[src/design/mpc_pkg.sv]
// ----------------------------------------------------------------------------
// mpc_pkg: shared types and constants for the masked correlation block
// Payload structs, controller/datapath command and status, step codes.
// ----------------------------------------------------------------------------
package mpc_pkg;

    localparam int MAX_VOXELS_DEF  = 2097152;
    localparam int SAMPLE_BITS_DEF = 16;

    localparam int CFG_IDX_W = 2;
    localparam int CFG_DAT_W = 15;

    localparam logic [CFG_IDX_W-1:0] CFG_THRESHOLD = 2'd0;
    localparam logic [CFG_IDX_W-1:0] CFG_KEEP_SIGN = 2'd1;
    localparam logic [CFG_IDX_W-1:0] CFG_DEMEAN    = 2'd2;

    localparam int THR_RESET = 3277;

    // accumulator widths
    localparam int CNT_FW = 22;
    localparam int SUM_W  = 38;
    localparam int SQ_W   = 52;

    // finalize widths
    localparam int V_W  = 74;   // variances, numerator
    localparam int MX_W = 148;  // multiplicand
    localparam int MY_W = 74;   // multiplier
    localparam int MP_W = 180;  // product

    localparam logic [15:0] HI_INIT = 16'd32768;

    localparam int STEP_W = 4;
    localparam logic [STEP_W-1:0] STEP_P   = 4'd0;
    localparam logic [STEP_W-1:0] STEP_Q   = 4'd1;
    localparam logic [STEP_W-1:0] STEP_NA  = 4'd2;
    localparam logic [STEP_W-1:0] STEP_SA  = 4'd3;
    localparam logic [STEP_W-1:0] STEP_NB  = 4'd4;
    localparam logic [STEP_W-1:0] STEP_SB  = 4'd5;
    localparam logic [STEP_W-1:0] STEP_DEN = 4'd6;
    localparam logic [STEP_W-1:0] STEP_LHS = 4'd7;
    localparam logic [STEP_W-1:0] STEP_K2  = 4'd8;
    localparam logic [STEP_W-1:0] STEP_KD  = 4'd9;

    typedef struct packed {
        logic signed [15:0] sample_a;
        logic signed [15:0] sample_b;
        logic               in_mask;
        logic               last_voxel;
    } t_in;

    typedef struct packed {
        logic signed [15:0] score;
        logic               above_threshold;
        logic               degenerate;
    } t_out;

    typedef struct packed {
        logic              mul_start;
        logic              capture;
        logic              raw_load;
        logic              srch_init;
        logic              out_load;
        logic [STEP_W-1:0] step;
    } t_cmd;

    typedef struct packed {
        logic degen;
        logic lo_lt_hi;
        logic demean;
    } t_sts;

endpackage

[src/design/mpc_mul.sv]
// ----------------------------------------------------------------------------
// mpc_mul: shift-add multiplier
// One multiplier bit per cycle; finishes as soon as the remaining bits are 0.
// ----------------------------------------------------------------------------
module mpc_mul (
    input  logic                     i_clk,
    input  logic                     i_rst_n,
    input  logic                     i_start,
    input  logic [mpc_pkg::MX_W-1:0] i_x,
    input  logic [mpc_pkg::MY_W-1:0] i_y,
    output logic                     o_done,
    output logic [mpc_pkg::MP_W-1:0] o_prod
);
    import mpc_pkg::*;

    logic [MP_W-1:0] r_acc;
    logic [MP_W-1:0] r_xs;
    logic [MY_W-1:0] r_y;
    logic            r_busy;

    assign o_done = r_busy && (r_y == '0);
    assign o_prod = r_acc;

    always_ff @(posedge i_clk) begin
        if (!i_rst_n) begin
            r_busy <= 1'b0;
        end else if (i_start) begin
            r_busy <= 1'b1;
        end else if (o_done) begin
            r_busy <= 1'b0;
        end
    end

    always_ff @(posedge i_clk) begin
        if (i_start) begin
            r_acc <= '0;
            r_xs  <= MP_W'(i_x);
            r_y   <= i_y;
        end else if (r_busy && (r_y != '0)) begin
            if (r_y[0]) begin
                r_acc <= r_acc + r_xs;
            end
            r_xs <= {r_xs[MP_W-2:0], 1'b0};
            r_y  <= {1'b0, r_y[MY_W-1:1]};
        end
    end

endmodule

[config.mk]
export PLATFORM = sky130hd
export DESIGN_NAME = mpc_mul
export DESIGN_NICKNAME = d
export VERILOG_FILES = /design/src/design/mpc_pkg.sv /design/src/design/mpc_mul.sv
export SDC_FILE = /design/constraint.sdc
export NUM_CORES = 1
export LEC_CHECK = 0
export BUFFER_PORTS_ARGS = -buffer_cell sky130_fd_sc_hd__buf_2
export CORE_MARGIN = 2
export CORE_UTILIZATION = 30
export CTS_CLUSTER_SIZE = 24
export DETAILED_ROUTE_END_ITERATION = 10
export SYNTH_ARGS = -nofsm -noshare
export SYNTH_HDL_FRONTEND = slang
export SYNTH_SLANG_ARGS = --single-unit
[constraint.sdc]
create_clock -name i_clk -period 5.4 [get_ports i_clk]
set_input_delay 0.27 -clock i_clk [delete_from_list [all_inputs] [get_ports i_clk]]
set_output_delay 0.27 -clock i_clk [all_outputs]
set_load 0.01 [all_outputs]
==> results.py <==
metrics = {
    "detailed_routing": {
        "dr_total_vias": 27700,
        "wl_per_cell_microns": 21.3,
        "routed_wl_microns": 111000,
        "first_pass_iters": 6,
        "route.antenna.remaining_nets": 0,
        "drtIter0Drc": 1882,
        "drc_errors": 0,
        "routed_via_density": 5.34,
    },
    "floorplanning": {
        "initial_utilization_pct": 30.3,
        "die_w_microns": 317,
        "die_area_sq_mm": 0.100,
        "fp-row-count": 114,
        "io_pins": 406,
        "fp.dieH_microns": 317,
        "coreArea_sq_mm": 0.0967,
    },
    "critical_path": {
        "critPathTopFamily": "compound AO/OA/AOI/OAI gates",
        "worstPathCellList": "ha_1 -> nand4_1 -> nor4_2 -> a221oi_1 -> o211ai_1 -> nor2_1 -> o31ai_1 -> a21oi_1 -> o21ai_0 -> a21boi_0 -> xnor2_1 -> nand2_1 -> a21oi_1",
        "worstPathRequired_ns": 5.95,
        "cp-end-kind": "register",
        "crit_type": "register to register",
        "r2r_slack_ns": 0.33,
        "crit_start": "r_xs[13]",
        "slowest_delay_ns": 0.74,
        "worstReg2RegStart": "r_xs[13]",
        "worstSetupEndpoint": "o_prod[103]",
        "path_max_fanout": 7,
        "path_buf_inv": 0,
        "start_kind": "register",
        "ff2ff_path_depth": 13,
        "cp_common_cell": "a21oi_1",
        "r2r-end": "o_prod[103]",
        "critical_path_arrival_ns": 5.63,
        "cpMaxStageDelayCell": "o31ai_1",
        "path_depth": 13,
    },
    "logic_synthesis": {
        "synth.yosys.warnings": 0,
        "synthCells": 3342,
        "ys_seq_elements": 435,
        "synth-edff-count": 222,
        "ys_async_sr_fraction_pct": 0,
        "yosysSeqAreaShare_pct": 37.3,
        "synthesis.nets": 3747,
        "ys_types": 89,
        "synth_ff_type": "edfxtp_1",
        "avgSynthCellArea_sq_um": 8.77,
        "yosys-top-cells-area": "edfxtp_1, dfxtp_1, mux2_2, ha_1, a21oi_1",
        "yosysTopAreaCellShare_pct": 22.7,
        "netlist_area_sq_mm": 0.0293,
        "synth_largest_area_cell": "edfxtp_1",
    },
    "sta": {
        "slew_violations": 0,
        "finalCritPeriodShare_pct": 94.0,
        "setup_viol": 0,
        "fin_setup_tns_ns": 0,
        "fin_skew_ns": 0.0418,
        "slew_headroom_pct": 27.2,
        "min_period_ns": 5.07,
        "rsz0062_at_grt": "no",
        "fmax_ghz": 0.197,
        "worst_slew_pin_slew_ns": 1.09,
        "hold_viol": 0,
    },
    "clocking": {
        "clkTransAtPathRegs_ns": 0.06,
        "clock_path_buffers": 3,
        "cts_root_buffer": "clkbuf_16",
        "numCtsBuffers": 53,
        "htree_levels": 2,
        "cts_resized": 0,
        "clk-insertion-delay-late_ns": 0.64,
        "cts_tree": "yes",
        "cts_setup_buffers": 0,
        "clock-sinks": 435,
    },
    "power_and_ir_drop": {
        "cellPowerDensity_mw_per_mm2": 286,
        "pwr-share-comb_pct": 26.3,
        "power_mw": 10.4,
        "leakage_nw": 14.5,
        "p_clk_share_pct": 35.2,
        "swShare_pct": 32.8,
        "p_int_mw": 6.98,
        "seq_power_share_pct": 38.5,
        "p_sw_mw": 3.40,
        "ir_worst_vdd_uv": 259,
    },
    "worst_hold_path": {
        "hold_depth": 2,
        "hold_class": "input port to register",
    },
    "global_route": {
        "first_global_vias": 27300,
        "grt_antenna_before_repair": 12,
        "grt_pass1_wl_microns": 164000,
        "grt_start_max_net_pins": 157,
        "grtUsageTotal_pct": 21.2,
        "overflow": 0,
    },
    "placement": {
        "hpwl_microns": 85400,
        "gp_congestion": 0.943,
        "port_buffers": 405,
    },
    "cells_and_area": {
        "area_growth_pct": 24.0,
        "drive_above_1_share_pct": 20.2,
        "num-fill-cells": 9970,
        "fin_nets": 4271,
        "final_cell_mix": "nand2_1, a21oi_1, buf_2",
        "final_common_cell": "nand2_1",
    },
    "run_status": {
        "status": "complete, no violations",
    },
    "job": {
        "cap_violations": 0,
    },
}
sequential cells by signal, summed over array words and instances, names as in the netlist:
name,cells
o_prod,180
r_busy,1
r_y,74
r_xs,180
worst register-to-register path: stages, from the launching register on:
cell,delay (ns)
edfxtp_1,0.41
ha_1,0.43
nand4_1,0.22
nor4_2,0.45
a221oi_1,0.16
o211ai_1,0.49
nor2_1,0.24
o31ai_1,0.74
a21oi_1,0.44
o21ai_0,0.68
a21boi_0,0.30
xnor2_1,0.21
nand2_1,0.07
a21oi_1,0.17
synthesized netlist by cell type (all sizes together) (44+ instances only):
library cell / n
nand3: 44
xnor2: 92
clkbuf: 134
mux2: 221
edfxtp: 222
ha: 179
dfxtp: 213
o21ai: 224
nand4: 100
nand2: 514
nor2: 237
buf: 44
xor2: 67
a21oi: 444
inv: 58
a21o: 73
nor3: 49
o21bai: 57
metrics by stage:
| step | worst slack (ns) | instances | hold slack, ns | utilization (%) | cell area [sq um] |
|---|---|---|---|---|---|
| 3_5_place_dp | 0.353 | 4869 | 0.462 | 33.5 | 32400 |
| 4_1_cts | 0.283 | 5183 | 0.00379 | 37.6 | 36300 |
| 6_report | 0.326 | 5188 | 0.0385 | 37.6 | 36300 |
| 5_1_grt | 0.0888 | 5187 | 0.0237 | 37.6 | 36300 |
| 2_1_floorplan | 1.22 | 3342 | 0.392 | - | 29300 |
| 3_3_place_gp | 0.281 | 4869 | 0.455 | 33.5 | 32400 |
timing repair:
| action | CTS | global route |
|---|---|---|
| endpoints found under the hold margin | 220 | 0 |
| endpoints found under the setup margin | 0 | 0 |
| hold buffers | 218 | 0 |
cell type report:
| type | count | area (sq um) | share of cell area (%) |
|---|---|---|---|
| Sequential cell | 435 | 10900 | 30.1 |
| Multi-Input combinational cell | 2670 | 17400 | 47.9 |
| Clock inverter | 31 | 323 | 0.888 |
| Clock buffer | 65 | 1400 | 3.86 |
| Timing Repair Buffer | 648 | 4460 | 12.3 |
| Tap cell | 1276 | 1600 | 4.39 |
| Inverter | 58 | 218 | 0.599 |
| Antenna cell | 5 | 12.5 | 0.0344 |
worst min-delay path by stage:
stage | start | slack (ns) | end
final | i_x[66] | 0.04 | r_xs[66]
after global routing | i_x[66] | 0.02 | r_xs[66]
after CTS | i_x[66] | 0.004 | r_xs[66]
after detailed placement | o_prod[17] | 0.46 | o_prod[17]
after global placement | o_prod[120] | 0.45 | o_prod[120]
after floorplan | i_rst_n | 0.39 | r_busy
metal layers:
layer	vias to the layer above	track usage, %	part of all wire (%)
li1	13400	-	-
met1	13300	27.1	43
met2	835	35.1	46
met3	193	4.26	6.5
met4	12	8.28	3.9
met5	-	0	0.074
power by group through the flow:
stage                     clock network (mW)  registers [mW]  logic [mW]
after CTS                               3.75            4.00        2.71
after floorplan                            0            4.04        1.75
after global routing                    3.85            4.03        2.98
after detailed placement                   0            4.07        2.56
after global placement                     0            4.06        2.57
final                                   3.66            4.00        2.73
logic make-up after synthesis:
kind of cell | Yosys count | synth area share [%]
simple gates | 1085 | 16.8
flops | 435 | 37.3
buf+inv | 237 | 3.44
xor+xnor | 159 | 4.75
fa+ha+maj | 180 | 7.71
mux | 255 | 9.65
compound gates | 991 | 20.4
(Power assumes the default switching activity.)
