**config.mk**
```make
export PLATFORM = sky130hd
export DESIGN_NAME = mpc_ctrl
export DESIGN_NICKNAME = d
export VERILOG_FILES = /design/src/design/mpc_pkg.sv /design/src/design/mpc_ctrl.sv
export SDC_FILE = /design/constraint.sdc
export NUM_CORES = 1
export LEC_CHECK = 0
export BUFFER_PORTS_ARGS = -buffer_cell sky130_fd_sc_hd__buf_2
export CAP_MARGIN = 10
export CORE_MARGIN = 2
export CORE_UTILIZATION = 49
export CTS_CLUSTER_DIAMETER = 40
export DETAILED_ROUTE_END_ITERATION = 7
export PLACE_DENSITY_LB_ADDON = 0.05
export SLEW_MARGIN = 30
export SYNTH_ARGS = -nofsm -noshare
export SYNTH_HDL_FRONTEND = slang
export SYNTH_SLANG_ARGS = --single-unit
```
**constraint.sdc**
```tcl
create_clock -name i_clk -period 2.1 [get_ports i_clk]
set_clock_uncertainty 0.15 [all_clocks]
set_input_delay 0.42 -clock i_clk [delete_from_list [all_inputs] [get_ports i_clk]]
set_output_delay 0.42 -clock i_clk [all_outputs]
set_load 0.005 [all_outputs]
```
**src/design/mpc_pkg.sv**
```systemverilog
// ----------------------------------------------------------------------------
// mpc_pkg: shared types and constants for the masked correlation block
// Payload structs, controller/datapath command and status, step codes.
// ----------------------------------------------------------------------------
package mpc_pkg;

    localparam int MAX_VOXELS_DEF  = 2097152;
    localparam int SAMPLE_BITS_DEF = 16;

    localparam int CFG_IDX_W = 2;
    localparam int CFG_DAT_W = 15;

    localparam logic [CFG_IDX_W-1:0] CFG_THRESHOLD = 2'd0;
    localparam logic [CFG_IDX_W-1:0] CFG_KEEP_SIGN = 2'd1;
    localparam logic [CFG_IDX_W-1:0] CFG_DEMEAN    = 2'd2;

    localparam int THR_RESET = 3277;

    // accumulator widths
    localparam int CNT_FW = 22;
    localparam int SUM_W  = 38;
    localparam int SQ_W   = 52;

    // finalize widths
    localparam int V_W  = 74;   // variances, numerator
    localparam int MX_W = 148;  // multiplicand
    localparam int MY_W = 74;   // multiplier
    localparam int MP_W = 180;  // product

    localparam logic [15:0] HI_INIT = 16'd32768;

    localparam int STEP_W = 4;
    localparam logic [STEP_W-1:0] STEP_P   = 4'd0;
    localparam logic [STEP_W-1:0] STEP_Q   = 4'd1;
    localparam logic [STEP_W-1:0] STEP_NA  = 4'd2;
    localparam logic [STEP_W-1:0] STEP_SA  = 4'd3;
    localparam logic [STEP_W-1:0] STEP_NB  = 4'd4;
    localparam logic [STEP_W-1:0] STEP_SB  = 4'd5;
    localparam logic [STEP_W-1:0] STEP_DEN = 4'd6;
    localparam logic [STEP_W-1:0] STEP_LHS = 4'd7;
    localparam logic [STEP_W-1:0] STEP_K2  = 4'd8;
    localparam logic [STEP_W-1:0] STEP_KD  = 4'd9;

    typedef struct packed {
        logic signed [15:0] sample_a;
        logic signed [15:0] sample_b;
        logic               in_mask;
        logic               last_voxel;
    } t_in;

    typedef struct packed {
        logic signed [15:0] score;
        logic               above_threshold;
        logic               degenerate;
    } t_out;

    typedef struct packed {
        logic              mul_start;
        logic              capture;
        logic              raw_load;
        logic              srch_init;
        logic              out_load;
        logic [STEP_W-1:0] step;
    } t_cmd;

    typedef struct packed {
        logic degen;
        logic lo_lt_hi;
        logic demean;
    } t_sts;

endpackage

```
**src/design/mpc_ctrl.sv**
```systemverilog
// ----------------------------------------------------------------------------
// mpc_ctrl: controller
// Sequences the finalize multiplies, the root search and the result request.
// ----------------------------------------------------------------------------
module mpc_ctrl (
    input  logic          i_clk,
    input  logic          i_rst_n,
    input  logic          i_in_valid,
    input  logic          i_last,
    output logic          o_in_ready,
    output logic          o_out_valid,
    input  logic          i_out_ready,
    input  logic          i_mul_done,
    input  mpc_pkg::t_sts i_sts,
    output mpc_pkg::t_cmd o_cmd
);
    import mpc_pkg::*;

    localparam logic [2:0] ST_IDLE   = 3'd0;
    localparam logic [2:0] ST_RAW    = 3'd1;
    localparam logic [2:0] ST_MSTART = 3'd2;
    localparam logic [2:0] ST_MWAIT  = 3'd3;
    localparam logic [2:0] ST_CHECK  = 3'd4;
    localparam logic [2:0] ST_SRCH   = 3'd5;
    localparam logic [2:0] ST_DONE   = 3'd6;

    logic [2:0]        r_state, n_state;
    logic [STEP_W-1:0] r_step, n_step;
    logic              r_ovalid;
    logic              in_fire;

    assign o_in_ready  = (r_state == ST_IDLE);
    assign in_fire     = i_in_valid && o_in_ready;
    assign o_out_valid = r_ovalid;

    always_comb begin
        n_state         = r_state;
        n_step          = r_step;
        o_cmd           = '0;
        o_cmd.step      = r_step;
        case (r_state)
            ST_IDLE: begin
                if (in_fire && i_last) begin
                    if (i_sts.demean) begin
                        n_step  = STEP_P;
                        n_state = ST_MSTART;
                    end else begin
                        n_state = ST_RAW;
                    end
                end
            end
            ST_RAW: begin
                o_cmd.raw_load = 1'b1;
                n_state        = ST_CHECK;
            end
            ST_MSTART: begin
                o_cmd.mul_start = 1'b1;
                n_state         = ST_MWAIT;
            end
            ST_MWAIT: begin
                if (i_mul_done) begin
                    o_cmd.capture = 1'b1;
                    n_state       = ST_MSTART;
                    case (r_step)
                        STEP_P:   n_step = STEP_Q;
                        STEP_Q:   n_step = STEP_NA;
                        STEP_NA:  n_step = STEP_SA;
                        STEP_SA:  n_step = STEP_NB;
                        STEP_NB:  n_step = STEP_SB;
                        STEP_SB:  n_state = ST_CHECK;
                        STEP_DEN: n_step = STEP_LHS;
                        STEP_LHS: n_state = ST_SRCH;
                        STEP_K2:  n_step = STEP_KD;
                        STEP_KD:  n_state = ST_SRCH;
                        default:  n_state = ST_DONE;
                    endcase
                end
            end
            ST_CHECK: begin
                if (i_sts.degen) begin
                    n_state = ST_DONE;
                end else begin
                    o_cmd.srch_init = 1'b1;
                    n_step          = STEP_DEN;
                    n_state         = ST_MSTART;
                end
            end
            ST_SRCH: begin
                if (i_sts.lo_lt_hi) begin
                    n_step  = STEP_K2;
                    n_state = ST_MSTART;
                end else begin
                    n_state = ST_DONE;
                end
            end
            ST_DONE: begin
                if (!r_ovalid) begin
                    o_cmd.out_load = 1'b1;
                    n_state        = ST_IDLE;
                end
            end
            default: n_state = ST_IDLE;
        endcase
    end

    always_ff @(posedge i_clk) begin
        if (!i_rst_n) begin
            r_state  <= ST_IDLE;
            r_step   <= STEP_P;
            r_ovalid <= 1'b0;
        end else begin
            r_state <= n_state;
            r_step  <= n_step;
            if (o_cmd.out_load)   r_ovalid <= 1'b1;
            else if (i_out_ready) r_ovalid <= 1'b0;
        end
    end

    a_no_overwrite: assert property (@(posedge i_clk) disable iff (!i_rst_n)
        o_cmd.out_load |-> !r_ovalid)
        else $error("result overwritten before taken");

    a_last_starts: assert property (@(posedge i_clk) disable iff (!i_rst_n)
        (in_fire && i_last) |=> (r_state == ST_MSTART || r_state == ST_RAW))
        else $error("last voxel did not start finalize");

    a_srch_end: assert property (@(posedge i_clk) disable iff (!i_rst_n)
        (r_state == ST_SRCH && !i_sts.lo_lt_hi) |=> (r_state == ST_DONE))
        else $error("search did not end");

    a_capture_done: assert property (@(posedge i_clk) disable iff (!i_rst_n)
        o_cmd.capture |-> (r_state == ST_MWAIT && i_mul_done))
        else $error("capture without product");

endmodule

```
==> flow_summary_export.csv <==
group,metric,value,unit
status,status,"complete, no violations",
clock_network,cts_tree,"built",
min_path,hp-class,"input pin to register",
clock_network,clock_sinks,8,
setup_path,crit_family,"flip-flops",
place,dp.cells,112,
yosys,synth.ff_latch_count,8,
yosys,synth.most_common_cell,"nand2_1",
timing,fin_crit_sh,0.952,
route,avgRoutedWirePerCell,14.0,um
setup_path,worstPathCellList,"buf_4 -> nor4bb_2 -> buf_2",
yosys,synth_cell_types,39,
timing,worst_hold_slack,0.356,ns
setup_path,cp.required,1.53,ns
min_path,holdPathStages,3,
floorplanning,die_area,1720,um2
route,drc,0,
yosys,synth_common_cells,"nand2_1 (9), dfxtp_1 (8), a21oi_1 (6), o21ai_1 (5)",
setup_path,critPathLaunchType,"register",
place,placedInstanceArea,769,um2
floorplanning,rows,13,
yosys,synth_edf_count,0,
setup_path,end_kind,"primary output",
route,via_per_inst,5.64,
route,route.vias.total,649,
place,post-place-ws,0.299,ns
floorplanning,coreArea,1300,um2
grt,grt_pass1_vias,618,
setup_path,critPathMaxFanout,10,
route,first_iter_violations,11,
yosys,yosysTopAreaCellShare,0.233,
finish,area_delta_synth_final,15.5,%
setup_path,arrival,1.43,ns
yosys,avgSynthCellArea,8.39,um2
route,drt_wl_total,1610,um
clock_network,cts_root_buf,"clkbuf_4",
power_and_ir_drop,p_leak,0.000360,uW
yosys,synthTopCellsByArea,"dfxtp_1 (23%), nand2_1 (4.9%), a21oi_1 (4.4%)",
power_and_ir_drop,ir_worst_vdd,0.390,mV
setup_path,max_stage_delay,0.43,ns
timing,drv_slew,0,
timing,fin_crit,2.00,ns
yosys,ys.flop_type,"dfxtp_1",
timing,maxSlewHeadroom,0.711,
grt,track_usage,0.198,
yosys,yosysSeqAreaShare,0.233,
route,ant_nets,0,
clock_network,path_clk_slew,0.05,ns
grt,grt_pass1_wl,2620,um
flow_run,maxCapViolations,0,
grt,grt_max_degree,13,
grt,gr-total-overflow,0,
setup_path,worst-path-buf-inv,2,
place,hpwl,1200,um
timing,tns,0,ns
place,gp_congestion,0.740,
timing,rsz0062_at_grt,"false",
timing,tightest_slew,0.433,ns
setup_path,path_class,"register to primary output",
finish,n_antenna_cell,0,
setup_path,cpMaxStageDelayCell,"dfxtp_1",
finish,fin_cells,115,
yosys,synth_fp_nets,91,
yosys,syn_area,688,um2
floorplanning,fp.dieW,41.5,um
yosys,synth_top_area_cell,"dfxtp_1",
clock_network,clk_latency,0.25,ns
finish,nets,111,
timing,hold_violations,0,
power_and_ir_drop,power.density,510,nW/um2
finish,fin_area,795,um2
setup_path,reg2regPathDepth,4,
yosys,async_flop_share,0,
floorplanning,initial_core_util,0.529,
clock_network,clock_path_buffers,2,
yosys,syn-instance-count,82,
grt,antenna_found_initial,0,
timing,finalSetupViolCount,0,
floorplanning,die_h,41.5,um
timing,fmax,0.500,GHz
clock_network,cts_inserted_buffers,3,
finish,drive_gt1_frac,0.400,
clock_network,cts_max_level,1,
yosys,ys_warn_count,0,
timing,setup_slack,0.0999,ns
floorplanning,ios,20,
route,drtPass1Iterations,4,
place,portBuffers,19,
setup_path,path_depth,3,
==> worst register-to-register path: cells and delay by family (launching register included) <==
family	cells	cell delay, ns
AO/OA/AOI/OAI	3	0.63
flip-flops	1	0.58
AND/OR/NAND/NOR	1	0.27
==> what timing repair did <==
item | CTS | global route
endpoints found under the setup margin | 0 | 1
resized for setup | 0 | 2
buffers inserted | 0 | 0
hold buffers | 0 | 0
==> worst paths after layout <==
kind | startpoint | to | slack, ns
setup / recovery | r_state[0] | o_cmd[4] | 0.1
hold reg to reg | o_out_valid | r_state[2] | 0.39
setup reg to reg | r_state[0] | r_step[1] | 0.36
hold / removal | i_out_ready | o_out_valid | 0.36
==> cell type report <==
type	instances	area, um2
clock buffer	3	22.5
multi-input combinational	66	477
timing repair buffer	20	103
tap	15	18.8
sequential	8	163
inverter	3	11.3
fill	131	507
==> layout by cell type (no fill, tap or decap), drive strengths merged <==
cell    synthesis  routed
buf             5      20
nand2           9       9
dfxtp           8       8
a21oi           7       7
o21ai           7       7
nor2            4       4
nand3           4       4
nor2b           4       4
or2b            3       3
clkbuf          0       3
nand2b          3       3
inv             3       3
nor3            2       2
nand3b          2       2
o21a            2       2
o221a           2       2
and3b           2       2
a21o            2       2
o211ai          2       2
nor4bb          1       1
nor4b           1       1
o221ai          1       1
nand4           1       1
and2            1       1
a21boi          1       1
nor3b           1       1
and2b           1       1
o211a           1       1
o22ai           1       1
o31ai           1       1
==> metal layers <==
layer / vias up / global-route usage / share of wire
li1: 330 / - / -
met4: 0 / 0.0387 / 0.0068
met2: 23 / 0.356 / 0.51
met3: 2 / 0.0783 / 0.053
met1: 294 / 0.218 / 0.42
met5: - / 0 / 0
==> through the flow <==
stage | utilization | total power (uW)
2_1_floorplan | - | 260
3_3_place_gp | 0.591 | 289
3_5_place_dp | 0.591 | 291
4_1_cts | 0.609 | 410
5_1_grt | 0.611 | 426
6_report | 0.611 | 406
==> power breakdown <==
group / internal (uW) / total, uW / switching (uW) / leakage [uW]
sequential: 159 / 180 / 20.7 / 0.0000656
clock: 65.3 / 117 / 51.7 / 0.0000138
combinational: 54.4 / 109 / 54.3 / 0.000281
total: 279 / 406 / 127 / 0.000360
==> flip-flops by register name, summed over array words and instances (netlist names) <==
| signal | cells |
|---|---|
| r_state | 3 |
| o_out_valid | 1 |
| r_step | 4 |
==> cell families after synthesis <==
family / after synthesis / share of synthesized area
AND/OR/NAND/NOR: 39 / 0.393
AO/OA/AOI/OAI: 27 / 0.300
flip-flops: 8 / 0.233
buffers and inverters: 8 / 0.0745
(Power assumes the default switching activity.)
